===== src/rtl/olpt_pkg.sv =====
package olpt_pkg;

  localparam int SLOTS = 1024;
  localparam int IDX_W = $clog2(SLOTS);
  localparam int CNT_W = IDX_W + 1;
  localparam int KEY_W = 32;
  localparam int VAL_W = 32;
  localparam int STAT_W = 3;

  localparam logic [1:0] MARK_EMPTY = 2'd0;
  localparam logic [1:0] MARK_FULL  = 2'd1;
  localparam logic [1:0] MARK_TOMB  = 2'd2;

  localparam logic [1:0] FN_INSERT  = 2'd0;
  localparam logic [1:0] FN_QUERY   = 2'd1;
  localparam logic [1:0] FN_REMOVE  = 2'd2;
  localparam logic [1:0] FN_REBUILD = 2'd3;

  localparam logic [STAT_W-1:0] ST_OK        = 3'd0;
  localparam logic [STAT_W-1:0] ST_DUPLICATE = 3'd1;
  localparam logic [STAT_W-1:0] ST_FULL      = 3'd2;
  localparam logic [STAT_W-1:0] ST_NOT_FOUND = 3'd3;
  localparam logic [STAT_W-1:0] ST_DUE       = 3'd4;

  typedef struct packed {
    logic [1:0]       mark;
    logic [KEY_W-1:0] key;
    logic [VAL_W-1:0] value;
  } slot_t;

  typedef struct packed {
    logic [KEY_W-1:0] key;
    logic [VAL_W-1:0] value;
  } ovf_t;

  typedef enum logic [5:0] {
    OP_NONE,
    OP_CLR,
    OP_LOAD,
    OP_RES_FULL,
    OP_PINIT,
    OP_RD_S,
    OP_PSTEP,
    OP_RES_DUP,
    OP_RES_NF,
    OP_RES_QHIT,
    OP_TOMB,
    OP_EMPTY_HEAD,
    OP_SCAN_INIT,
    OP_SCAN_RD,
    OP_SCAN_END,
    OP_COPY_RD,
    OP_COPY_WR,
    OP_PLACE,
    OP_PLACE_RB,
    OP_RB1_RD,
    OP_RB1_EX,
    OP_RB1_END,
    OP_RB2_PRD,
    OP_RB2_PSKIP,
    OP_RB2_QRD,
    OP_RB2_QCLR,
    OP_RB2_MOVE,
    OP_RB2_CLR,
    OP_RB3_INIT,
    OP_RB3_RD,
    OP_RB3_LD,
    OP_RB4_INIT,
    OP_RB4_RD,
    OP_RB4_EX,
    OP_RB5,
    OP_OUT
  } dp_op_t;

  typedef struct packed {
    logic tbl_full;
    logic hit;
    logic stop;
    logic step_to_head;
    logic rd_empty;
    logic rd_full;
    logic scan_more;
    logic copy_done;
    logic rb1_done;
    logic p_end;
    logic q_end;
    logic move_same;
    logic ovf_done;
    logic clr_done;
  } dp_flags_t;

  // Home slot: top bits of key * SLOTS, which for a power-of-two table is a bit slice.
  function automatic logic [IDX_W-1:0] home_of(input logic [KEY_W-1:0] k);
    return k[KEY_W-1 -: IDX_W];
  endfunction

  function automatic logic [IDX_W-1:0] nxt_slot(input logic [IDX_W-1:0] s);
    return (s == IDX_W'(SLOTS - 1)) ? '0 : s + 1'b1;
  endfunction

  function automatic logic [IDX_W-1:0] prv_slot(input logic [IDX_W-1:0] s);
    return (s == '0) ? IDX_W'(SLOTS - 1) : s - 1'b1;
  endfunction

endpackage


===== src/rtl/olpt_ctrl.sv =====
module olpt_ctrl (
  input  logic                clk,
  input  logic                rst,
  input  logic                in_valid,
  output logic                in_stall,
  input  logic [1:0]          func,
  output logic                out_valid,
  input  logic                out_stall,
  output olpt_pkg::dp_op_t    op,
  input  olpt_pkg::dp_flags_t flags
);
  import olpt_pkg::*;

  typedef enum logic [4:0] {
    S_CLR, S_IDLE, S_INS_CHK, S_P_INIT, S_P_RD, S_P_EX, S_P_END, S_I_RD, S_I_EX,
    S_SC_RD, S_SC_EX, S_CP_RD, S_CP_EX, S_PLACE, S_RB1_CHK, S_RB1_EX, S_RB2_P,
    S_RB2_PEX, S_RB2_Q, S_RB2_QEX, S_RB2_CLR, S_RB3_CHK, S_RB3_LD, S_RB4_RD,
    S_RB4_EX, S_RB5, S_FIN
  } state_t;

  state_t     state, state_next;
  logic [1:0] func_r, func_r_next;
  logic       rb, rb_next;
  state_t     ins_done;

  assign in_stall = (state != S_IDLE);
  // Reinserts during a rebuild return to the overflow loop instead of answering.
  assign ins_done = rb ? S_RB3_CHK : S_FIN;

  always_comb begin
    state_next  = state;
    func_r_next = func_r;
    rb_next     = rb;
    op          = OP_NONE;
    unique case (state)
      S_CLR: begin
        op = OP_CLR;
        if (flags.clr_done) begin
          state_next = S_IDLE;
        end
      end
      S_IDLE: begin
        if (in_valid) begin
          op          = OP_LOAD;
          func_r_next = func;
          rb_next     = 1'b0;
          unique case (func)
            FN_INSERT:  state_next = S_INS_CHK;
            FN_REBUILD: state_next = S_RB1_CHK;
            default:    state_next = S_P_INIT;
          endcase
        end
      end
      S_INS_CHK: begin
        if (flags.tbl_full) begin
          op         = OP_RES_FULL;
          state_next = ins_done;
        end else begin
          op         = OP_PINIT;
          state_next = S_P_RD;
        end
      end
      S_P_INIT: begin
        op         = OP_PINIT;
        state_next = S_P_RD;
      end
      S_P_RD: begin
        op         = OP_RD_S;
        state_next = S_P_EX;
      end
      S_P_EX: begin
        if (flags.hit) begin
          unique case (func_r)
            FN_INSERT: begin
              op         = OP_RES_DUP;
              state_next = ins_done;
            end
            FN_QUERY: begin
              op         = OP_RES_QHIT;
              state_next = S_FIN;
            end
            default: begin
              op         = OP_TOMB;
              state_next = S_FIN;
            end
          endcase
        end else if (flags.stop) begin
          if (func_r == FN_INSERT) begin
            state_next = S_I_EX;
          end else begin
            op         = OP_RES_NF;
            state_next = S_FIN;
          end
        end else begin
          op         = OP_PSTEP;
          state_next = flags.step_to_head ? S_P_END : S_P_RD;
        end
      end
      S_P_END: begin
        if (func_r == FN_INSERT) begin
          state_next = S_I_RD;
        end else begin
          op         = OP_RES_NF;
          state_next = S_FIN;
        end
      end
      S_I_RD: begin
        op         = OP_RD_S;
        state_next = S_I_EX;
      end
      S_I_EX: begin
        if (flags.rd_empty) begin
          op         = OP_EMPTY_HEAD;
          state_next = S_PLACE;
        end else begin
          op         = OP_SCAN_INIT;
          state_next = S_SC_RD;
        end
      end
      S_SC_RD: begin
        op         = OP_SCAN_RD;
        state_next = S_SC_EX;
      end
      S_SC_EX: begin
        if (flags.scan_more) begin
          state_next = S_SC_RD;
        end else begin
          op         = OP_SCAN_END;
          state_next = S_CP_RD;
        end
      end
      S_CP_RD: begin
        if (flags.copy_done) begin
          state_next = S_PLACE;
        end else begin
          op         = OP_COPY_RD;
          state_next = S_CP_EX;
        end
      end
      S_CP_EX: begin
        op         = OP_COPY_WR;
        state_next = S_CP_RD;
      end
      S_PLACE: begin
        op         = rb ? OP_PLACE_RB : OP_PLACE;
        state_next = ins_done;
      end
      S_RB1_CHK: begin
        if (flags.rb1_done) begin
          op         = OP_RB1_END;
          state_next = S_RB2_P;
        end else begin
          op         = OP_RB1_RD;
          state_next = S_RB1_EX;
        end
      end
      S_RB1_EX: begin
        op         = OP_RB1_EX;
        state_next = S_RB1_CHK;
      end
      S_RB2_P: begin
        if (flags.p_end) begin
          op         = OP_RB3_INIT;
          rb_next    = 1'b1;
          state_next = S_RB3_CHK;
        end else begin
          op         = OP_RB2_PRD;
          state_next = S_RB2_PEX;
        end
      end
      S_RB2_PEX: begin
        if (flags.rd_full) begin
          op         = OP_RB2_PSKIP;
          state_next = S_RB2_P;
        end else begin
          state_next = S_RB2_Q;
        end
      end
      S_RB2_Q: begin
        if (flags.q_end) begin
          op         = OP_RB3_INIT;
          rb_next    = 1'b1;
          state_next = S_RB3_CHK;
        end else begin
          op         = OP_RB2_QRD;
          state_next = S_RB2_QEX;
        end
      end
      S_RB2_QEX: begin
        if (!flags.rd_full) begin
          op         = OP_RB2_QCLR;
          state_next = S_RB2_Q;
        end else begin
          op         = OP_RB2_MOVE;
          state_next = flags.move_same ? S_RB2_P : S_RB2_CLR;
        end
      end
      S_RB2_CLR: begin
        op         = OP_RB2_CLR;
        state_next = S_RB2_P;
      end
      S_RB3_CHK: begin
        if (flags.ovf_done) begin
          op         = OP_RB4_INIT;
          state_next = S_RB4_RD;
        end else begin
          op         = OP_RB3_RD;
          state_next = S_RB3_LD;
        end
      end
      S_RB3_LD: begin
        op          = OP_RB3_LD;
        func_r_next = FN_INSERT;
        state_next  = S_INS_CHK;
      end
      S_RB4_RD: begin
        if (flags.p_end) begin
          state_next = S_RB5;
        end else begin
          op         = OP_RB4_RD;
          state_next = S_RB4_EX;
        end
      end
      S_RB4_EX: begin
        op         = OP_RB4_EX;
        state_next = S_RB4_RD;
      end
      S_RB5: begin
        op         = OP_RB5;
        rb_next    = 1'b0;
        state_next = S_FIN;
      end
      S_FIN: begin
        if (!out_valid || !out_stall) begin
          op         = OP_OUT;
          state_next = S_IDLE;
        end
      end
      default: begin
        state_next = S_IDLE;
      end
    endcase
  end

  always_ff @(posedge clk) begin
    if (rst) begin
      state     <= S_CLR;
      func_r    <= FN_INSERT;
      rb        <= 1'b0;
      out_valid <= 1'b0;
    end else begin
      state  <= state_next;
      func_r <= func_r_next;
      rb     <= rb_next;
      if (op == OP_OUT) begin
        out_valid <= 1'b1;
      end else if (!out_stall) begin
        out_valid <= 1'b0;
      end
    end
  end

  a_busy_after_accept: assert property (@(posedge clk) disable iff (rst)
      (in_valid && !in_stall) |=> in_stall)
    else $error("request accepted while previous one still in work");
  a_clear_once: assert property (@(posedge clk) disable iff (rst)
      (state != S_CLR) |=> (state != S_CLR))
    else $error("clearing pass re-entered after reset");
  a_out_load_free: assert property (@(posedge clk) disable iff (rst)
      (op == OP_OUT) |-> (!out_valid || !out_stall))
    else $error("result loaded over a waiting result");

endmodule


===== config.mk =====
export PLATFORM = sky130hd
export DESIGN_NAME = olpt_ctrl
export DESIGN_NICKNAME = d
export VERILOG_FILES = /design/src/rtl/olpt_pkg.sv /design/src/rtl/olpt_ctrl.sv
export SDC_FILE = /design/constraint.sdc
export NUM_CORES = 1
export LEC_CHECK = 0
export ABC_AREA = 1
export ABC_CLOCK_PERIOD_IN_PS = 4050
export BUFFER_PORTS_ARGS = -buffer_cell sky130_fd_sc_hd__buf_4
export CORE_ASPECT_RATIO = 0.75
export CORE_MARGIN = 2
export CORE_UTILIZATION = 60
export CTS_CLUSTER_DIAMETER = 100
export DETAILED_ROUTE_END_ITERATION = 10
export GPL_TIMING_DRIVEN = 0
export PLACE_DENSITY = 0.87
export SYNTH_ARGS = -nofsm -noshare
export SYNTH_HDL_FRONTEND = slang
export SYNTH_SLANG_ARGS = --single-unit

===== constraint.sdc =====
create_clock -name clk -period 4.05 [get_ports clk]
set_input_delay 0.405 -clock clk [delete_from_list [all_inputs] [get_ports clk]]
set_output_delay 0.405 -clock clk [all_outputs]
set_load 0.1 [all_outputs]

==> reports/results.txt, run 1 <==
Critical Path End Type: output pin
pwr dens: 808 nW/um2
number of H-tree levels: 1
post-cts sizing count: 0
CTS Sinks: 9
vias per std cell: 5.87
post-synthesis cell type with the largest combined area: nand2_1
Lkg Pwr: 0.937 nW
Hold Startpoint: rst
Ys Warns: 0
DR DRC count: 0
r2r startpoint: state[3]$_SDFFE_PP0P_
CP endpoint: op[0]
Setup crit start kind: register
RR Endpoint: state[1]$_SDFFE_PP0P_
Detailed Route Iter0 Violations: 300
CP max FO: 7
antenna violations before repair: 0
crit path from: state[3]$_SDFFE_PP0P_
Root Buffer: clkbuf_4
Final ANT Viol Nets: 0
Main synth FF type: dfxtp_1
number of flops mapped to enable cells by yosys: 0
min-delay worst type: in -> reg
DP HPWL: 4.07 mm
reg2reg path depth: 10
area of the mapped netlist: 1420 um2
TritonCTS clock tree: done
via count: 2065
Hold WS: 350 ps
Congestion Overflow GR: 0
CP Class: reg -> out
worst path arrival time: 2160 ps
share of cells above drive strength 1: 0.142
top cells by area, synth: nand2_1 (20%), nor2_1 (19%), dfxtp_1 (13%)
Fin. Hold Viols: 0
row count: 15
Worst R2R Setup Slack: 2170 ps
Syn-to-layout area delta: 19.1%
Die Footprint: 2770 um2
RSZ-0062 raised after global routing: false
Max Fclk: 390 MHz
vias in the first global route: 1637
post-synthesis net count: 308
worst-case clock buffer depth: 2
Die X: 60.2 um
minimum clock period: 2560 ps
data required time of the critical path: 3640 ps
top-area cell type share of the netlist area: 0.201
Slew headroom: 0.610
Slew @ Worst Pin: 583 ps
Final Max Tran Viols: 0
setup_tns: 0 ps
Commonest cells post-synth: nand2_1 (76), nor2_1 (71), inv_1 (35)
total track usage: 0.378
starting density of the core: 0.625
drt wl/cell: 14.2 um
Core Region: 2270 um2
die height: 46.1 um
max_cap viols: 0
largest net degree at the start of global routing: 11
Setup Buffers After CTS: 0
Worst-path clk slew: 60 ps
# setup viols final: 0
Clock Latency Late Sink: 260 ps
register area share after synthesis: 0.127
Avg Cell Area, Syn: 4.94 um2
final worst path period share: 0.633
diode count: 0
CTS Buf Count: 3
NumNets Final: 340
1st-pass router iterations: 6
synth unique cells: 29
total power: 1.37 mW
Final Skew: 7.72 ps
drt total wl: 4.99 mm
Max VDD drop: 839 uV
Syn Inst Count: 287
io pins: 28
Post-CTS Hold Fix Bufs: 0
most frequent cell after synthesis: nand2_1
status: complete, no violations
Synth async-reset ratio: 0
#FFs+latches synth: 9
GP Congestion: 1.07
# port buffers: 27
first-pass GRT wire length: 7.54 mm
==> cell usage in the layout (no fill, tap or decap), types with 8 or more instances in the layout <==
cell,n
a21oi_1,8
inv_1,35
nand4_1,8
nand2_1,76
nor3_1,14
o21ai_0,8
nand3_1,29
nor2_1,71
buf_4,28
dfxtp_1,9
==> cell families (layout without fill, tap and decap cells) <==
group                      count (synthesis)  in the layout  synth area share
and+or+nand+nor                          214            214             0.666
adders and majority gates                  1              1           0.00882
AOI/OAI and AO/OA                         21             21            0.0820
buffers and inverters                     42             73             0.116
DFF                                        9              9             0.127
==> final cells by class <==
type	instances	area [um2]
flip-flops and latches	9	180
well taps	34	42.5
fillers	238	581
plain buffers	3	17.5
multi-input cells	236	1070
clock buffers	4	26.3
inverters	39	148
repair buffers	27	203
==> power by group <==
part           total (mW)  internal [mW]  switching (mW)  leakage (nW)
Clock              0.0697         0.0380          0.0317        0.0150
Sequential          0.146          0.117          0.0293        0.0733
Combinational        1.15          0.268           0.882         0.849
==> metal layers <==
| layer | up-vias | share of wire | wire length (um) | global-route usage |
|---|---|---|---|---|
| met5 | - | 0 | 0 | 0 |
| met2 | 166 | 0.41 | 2030 | 0.539 |
| met3 | 19 | 0.17 | 848 | 0.146 |
| met4 | 0 | 0.025 | 125 | 0.0978 |
| li1 | 996 | - | - | - |
| met1 | 884 | 0.40 | 1990 | 0.530 |
==> critical path: stages (launching register included) <==
cell     delay (ps)
dfxtp_1         420
inv_1           100
nor2_1          460
nand2_1         210
o21ai_0         270
nor2_1           70
nand3_1          80
buf_4           290
==> registers in the layout, indices dropped and copies added, names as in the netlist <==
signal,cells
out_valid,1
state,5
func_r,2
rb,1
==> worst min-delay path by stage <==
stage	endpoint	slack (ps)	cells after the start
after floorplan	func_r[0]$_SDFFE_PP0P_	440	2
after global placement	func_r[0]$_SDFFE_PP0P_	460	2
after detailed placement	func_r[0]$_SDFFE_PP0P_	490	2
after CTS	out_valid$_SDFFE_PP0P_	340	2
after global routing	out_valid$_SDFFE_PP0P_	340	2
final	out_valid$_SDFFE_PP0P_	350	2
==> stage by stage <==
stage               instances  worst slack (ps)   util  cell area (um2)
finish                    352              1490  0.744             1690
global route              352              1340  0.744             1690
CTS                       352              1580  0.744             1690
detailed placement        348              1860  0.733             1660
global placement          348              1840  0.733             1660
floorplan                 287              1300      -             1420
(Power assumes the default switching activity.)
==> run 2, diff against run 1 <==
ABC_CLOCK_PERIOD_IN_PS = 2200   (was 4050)
CORE_UTILIZATION = 50   (was 60)
PLACE_DENSITY = 0.77   (was 0.87)
clock period = 2.2 ns   (was 4.05 ns; I/O delays follow)
==> reports/results.txt, run 2 (synthesis gave the netlist of run 1 again) <==
Biggest register: state
min-delay worst type: in -> reg
Die Footprint: 3280 um2 (+18%)
commonest non-fill, non-tap cell in the layout: nand2_1
Slew @ Worst Pin: 443 ps (-141 ps)
total track usage: 0.341 (-0.0370)
Final Util: 0.699 (-0.0451)
Final ANT Viol Nets: 0 (unchanged)
vias per std cell: 5.77 (-1.6%)
Clock Latency Late Sink: 240 ps (-20 ps)
via count: 2049 (-0.77%)
Max VDD drop: 1710 uV (+100%)
Setup crit start kind: register
Congestion Overflow GR: 0 (unchanged)
Core Region: 2660 um2 (+17%)
Hold Crit Depth: 2 (unchanged)
pwr dens: 1520 nW/um2 (+88%)
Die X: 65.5 um (+8.9%)
RR Endpoint: state[3]$_SDFFE_PP0P_
Worst R2R Setup Slack: 380 ps (-1790 ps)
max FFs per register: 5 (unchanged)
placed cell areas: 1710 um2 (+2.6%)
worst-case clock buffer depth: 2 (unchanged)
Post-CTS Hold Fix Bufs: 0 (unchanged)
share of cells above drive strength 1: 0.207 (+0.0654)
Fin. Hold Viols: 0 (unchanged)
cell area after layout: 1860 um2 (+10%)
number of H-tree levels: 1 (unchanged)
Slew headroom: 0.705 (+0.0950)
Hold Startpoint: rst
antenna violations before repair: 0 (unchanged)
drt wl/cell: 15.0 um (+6.0%)
Hold EP: state[2]$_SDFFE_PP0P_
CTS Sinks: 9 (unchanged)
1st-pass router iterations: 5 (-1)
row count: 16 (+1)
Root Buffer: clkbuf_8
Hold WS: 190 ps (-160 ps)
r2r startpoint: state[1]$_SDFFE_PP0P_
Worst-path clk slew: 50 ps (about the same)
Syn-to-layout area delta: 31.2%
GP Congestion: 0.980 (-8.2%)
CTS Buf Count: 3 (unchanged)
max_cap viols: 0 (unchanged)
reg2reg path depth: 12 (+2)
Max Fclk: 465 MHz
commonest non-fill, non-tap cells in the layout: nand2_1 (72), nor2_1 (67), inv_1 (34), nand3_1 (27), buf_4 (24)
# port buffers: 27 (unchanged)
CP Class: reg -> out
Largest regs: state x5, func_r x2
TritonCTS clock tree: done
minimum clock period: 2150 ps
first-pass GRT wire length: 8.56 mm (+13%)
setup_tns: 0 ps (unchanged)
Lkg Pwr: 0.981 nW (+4.6%)
vias in the first global route: 1770 (+8.1%)
Critical Path End Type: output pin
NumNets Final: 341 (+0.29%)
largest net degree at the start of global routing: 11 (unchanged)
# setup viols final: 0 (unchanged)
io pins: 28 (unchanged)
Final Max Tran Viols: 0 (unchanged)
CP max FO: 8 (+1)
DP HPWL: 4.28 mm (+5.3%)
DR DRC count: 0 (unchanged)
data required time of the critical path: 1980 ps (-1660 ps)
starting density of the core: 0.533 (-0.0919)
RSZ-0062 raised after global routing: true
final worst path period share: 0.978
drt total wl: 5.34 mm (+6.9%)
status: complete, no violations
diode count: 0 (unchanged)
die height: 50.1 um (+8.7%)
Detailed Route Iter0 Violations: 389 (+30%)
Final Skew: 3.39 ps (-4.33 ps)
worst path arrival time: 1930 ps (-230 ps)
[run 2: cell count changes in the layout (fill, tap and decap cells not counted), sizes merged]
| cell | before | now |
|---|---|---|
| clkbuf | 4 | 5 |
[run 2: how the worst max path moves through the flow]
stage / endpoint / slack [ps] / cells after the start / startpoint
4_1_cts: op[4] / -9 / 10 / state[1]$_SDFFE_PP0P_
5_1_grt: op[0] / -10 / 10 / state[1]$_SDFFE_PP0P_
6_report: op[0] / 50 / 10 / state[1]$_SDFFE_PP0P_
3_3_place_gp: op[1] / 110 / 9 / state[4]$_SDFFE_PP0P_
2_1_floorplan: op[5] / -190 / 5 / state[3]$_SDFFE_PP0P_
3_5_place_dp: op[1] / 160 / 9 / state[4]$_SDFFE_PP0P_
[run 2: worst max-delay path: stages (launching register included)]
cell and delay [ps]:
dfxtp_1 320, buf_6 160, inv_1 110, nor2_4 160
nand2_1 110, nor2_1 170, nand2_2 140, o21ai_2 100
nor2_1 80, nand3_1 120, buf_8 210
[run 2: power breakdown]
| part | internal (mW) | switching, mW |
|---|---|---|
| clock network | 0.127 | 0.0734 |
| registers | 0.224 | 0.0699 |
| logic | 0.619 | 1.71 |
[run 2: metrics by stage]
stage,power [mW],setup slack [ps],cells
floorplan,1.89,-187,287
global placement,2.40,111,350
detailed placement,2.39,163,350
CTS,2.66,-8.66,354
global route,2.99,-12.9,355
finish,2.83,49.3,355
[run 2: repair_timing]
action	in CTS	in global routing
setup buffers	0	1
pin swaps	0	2
endpoints found under the setup margin	5	5
resized for setup	5	20
[run 2: cell type report]
class	instances	area (um2)
multi-input cells	236	1170
fillers	249	801
repair buffers	28	233
flip-flops and latches	9	188
inverters	39	151
clock buffers	4	45.0
well taps	36	45.0
plain buffers	3	26.3
[run 2: metal layers]
metal / part of all wire / vias up / global-route usage / routed length [um]
li1: - / 992 / - / -
met1: 0.42 / 863 / 0.500 / 2260
met2: 0.40 / 176 / 0.493 / 2150
met3: 0.15 / 18 / 0.0919 / 807
met4: 0.022 / 0 / 0.0833 / 120
met5: 0 / - / 0 / 0
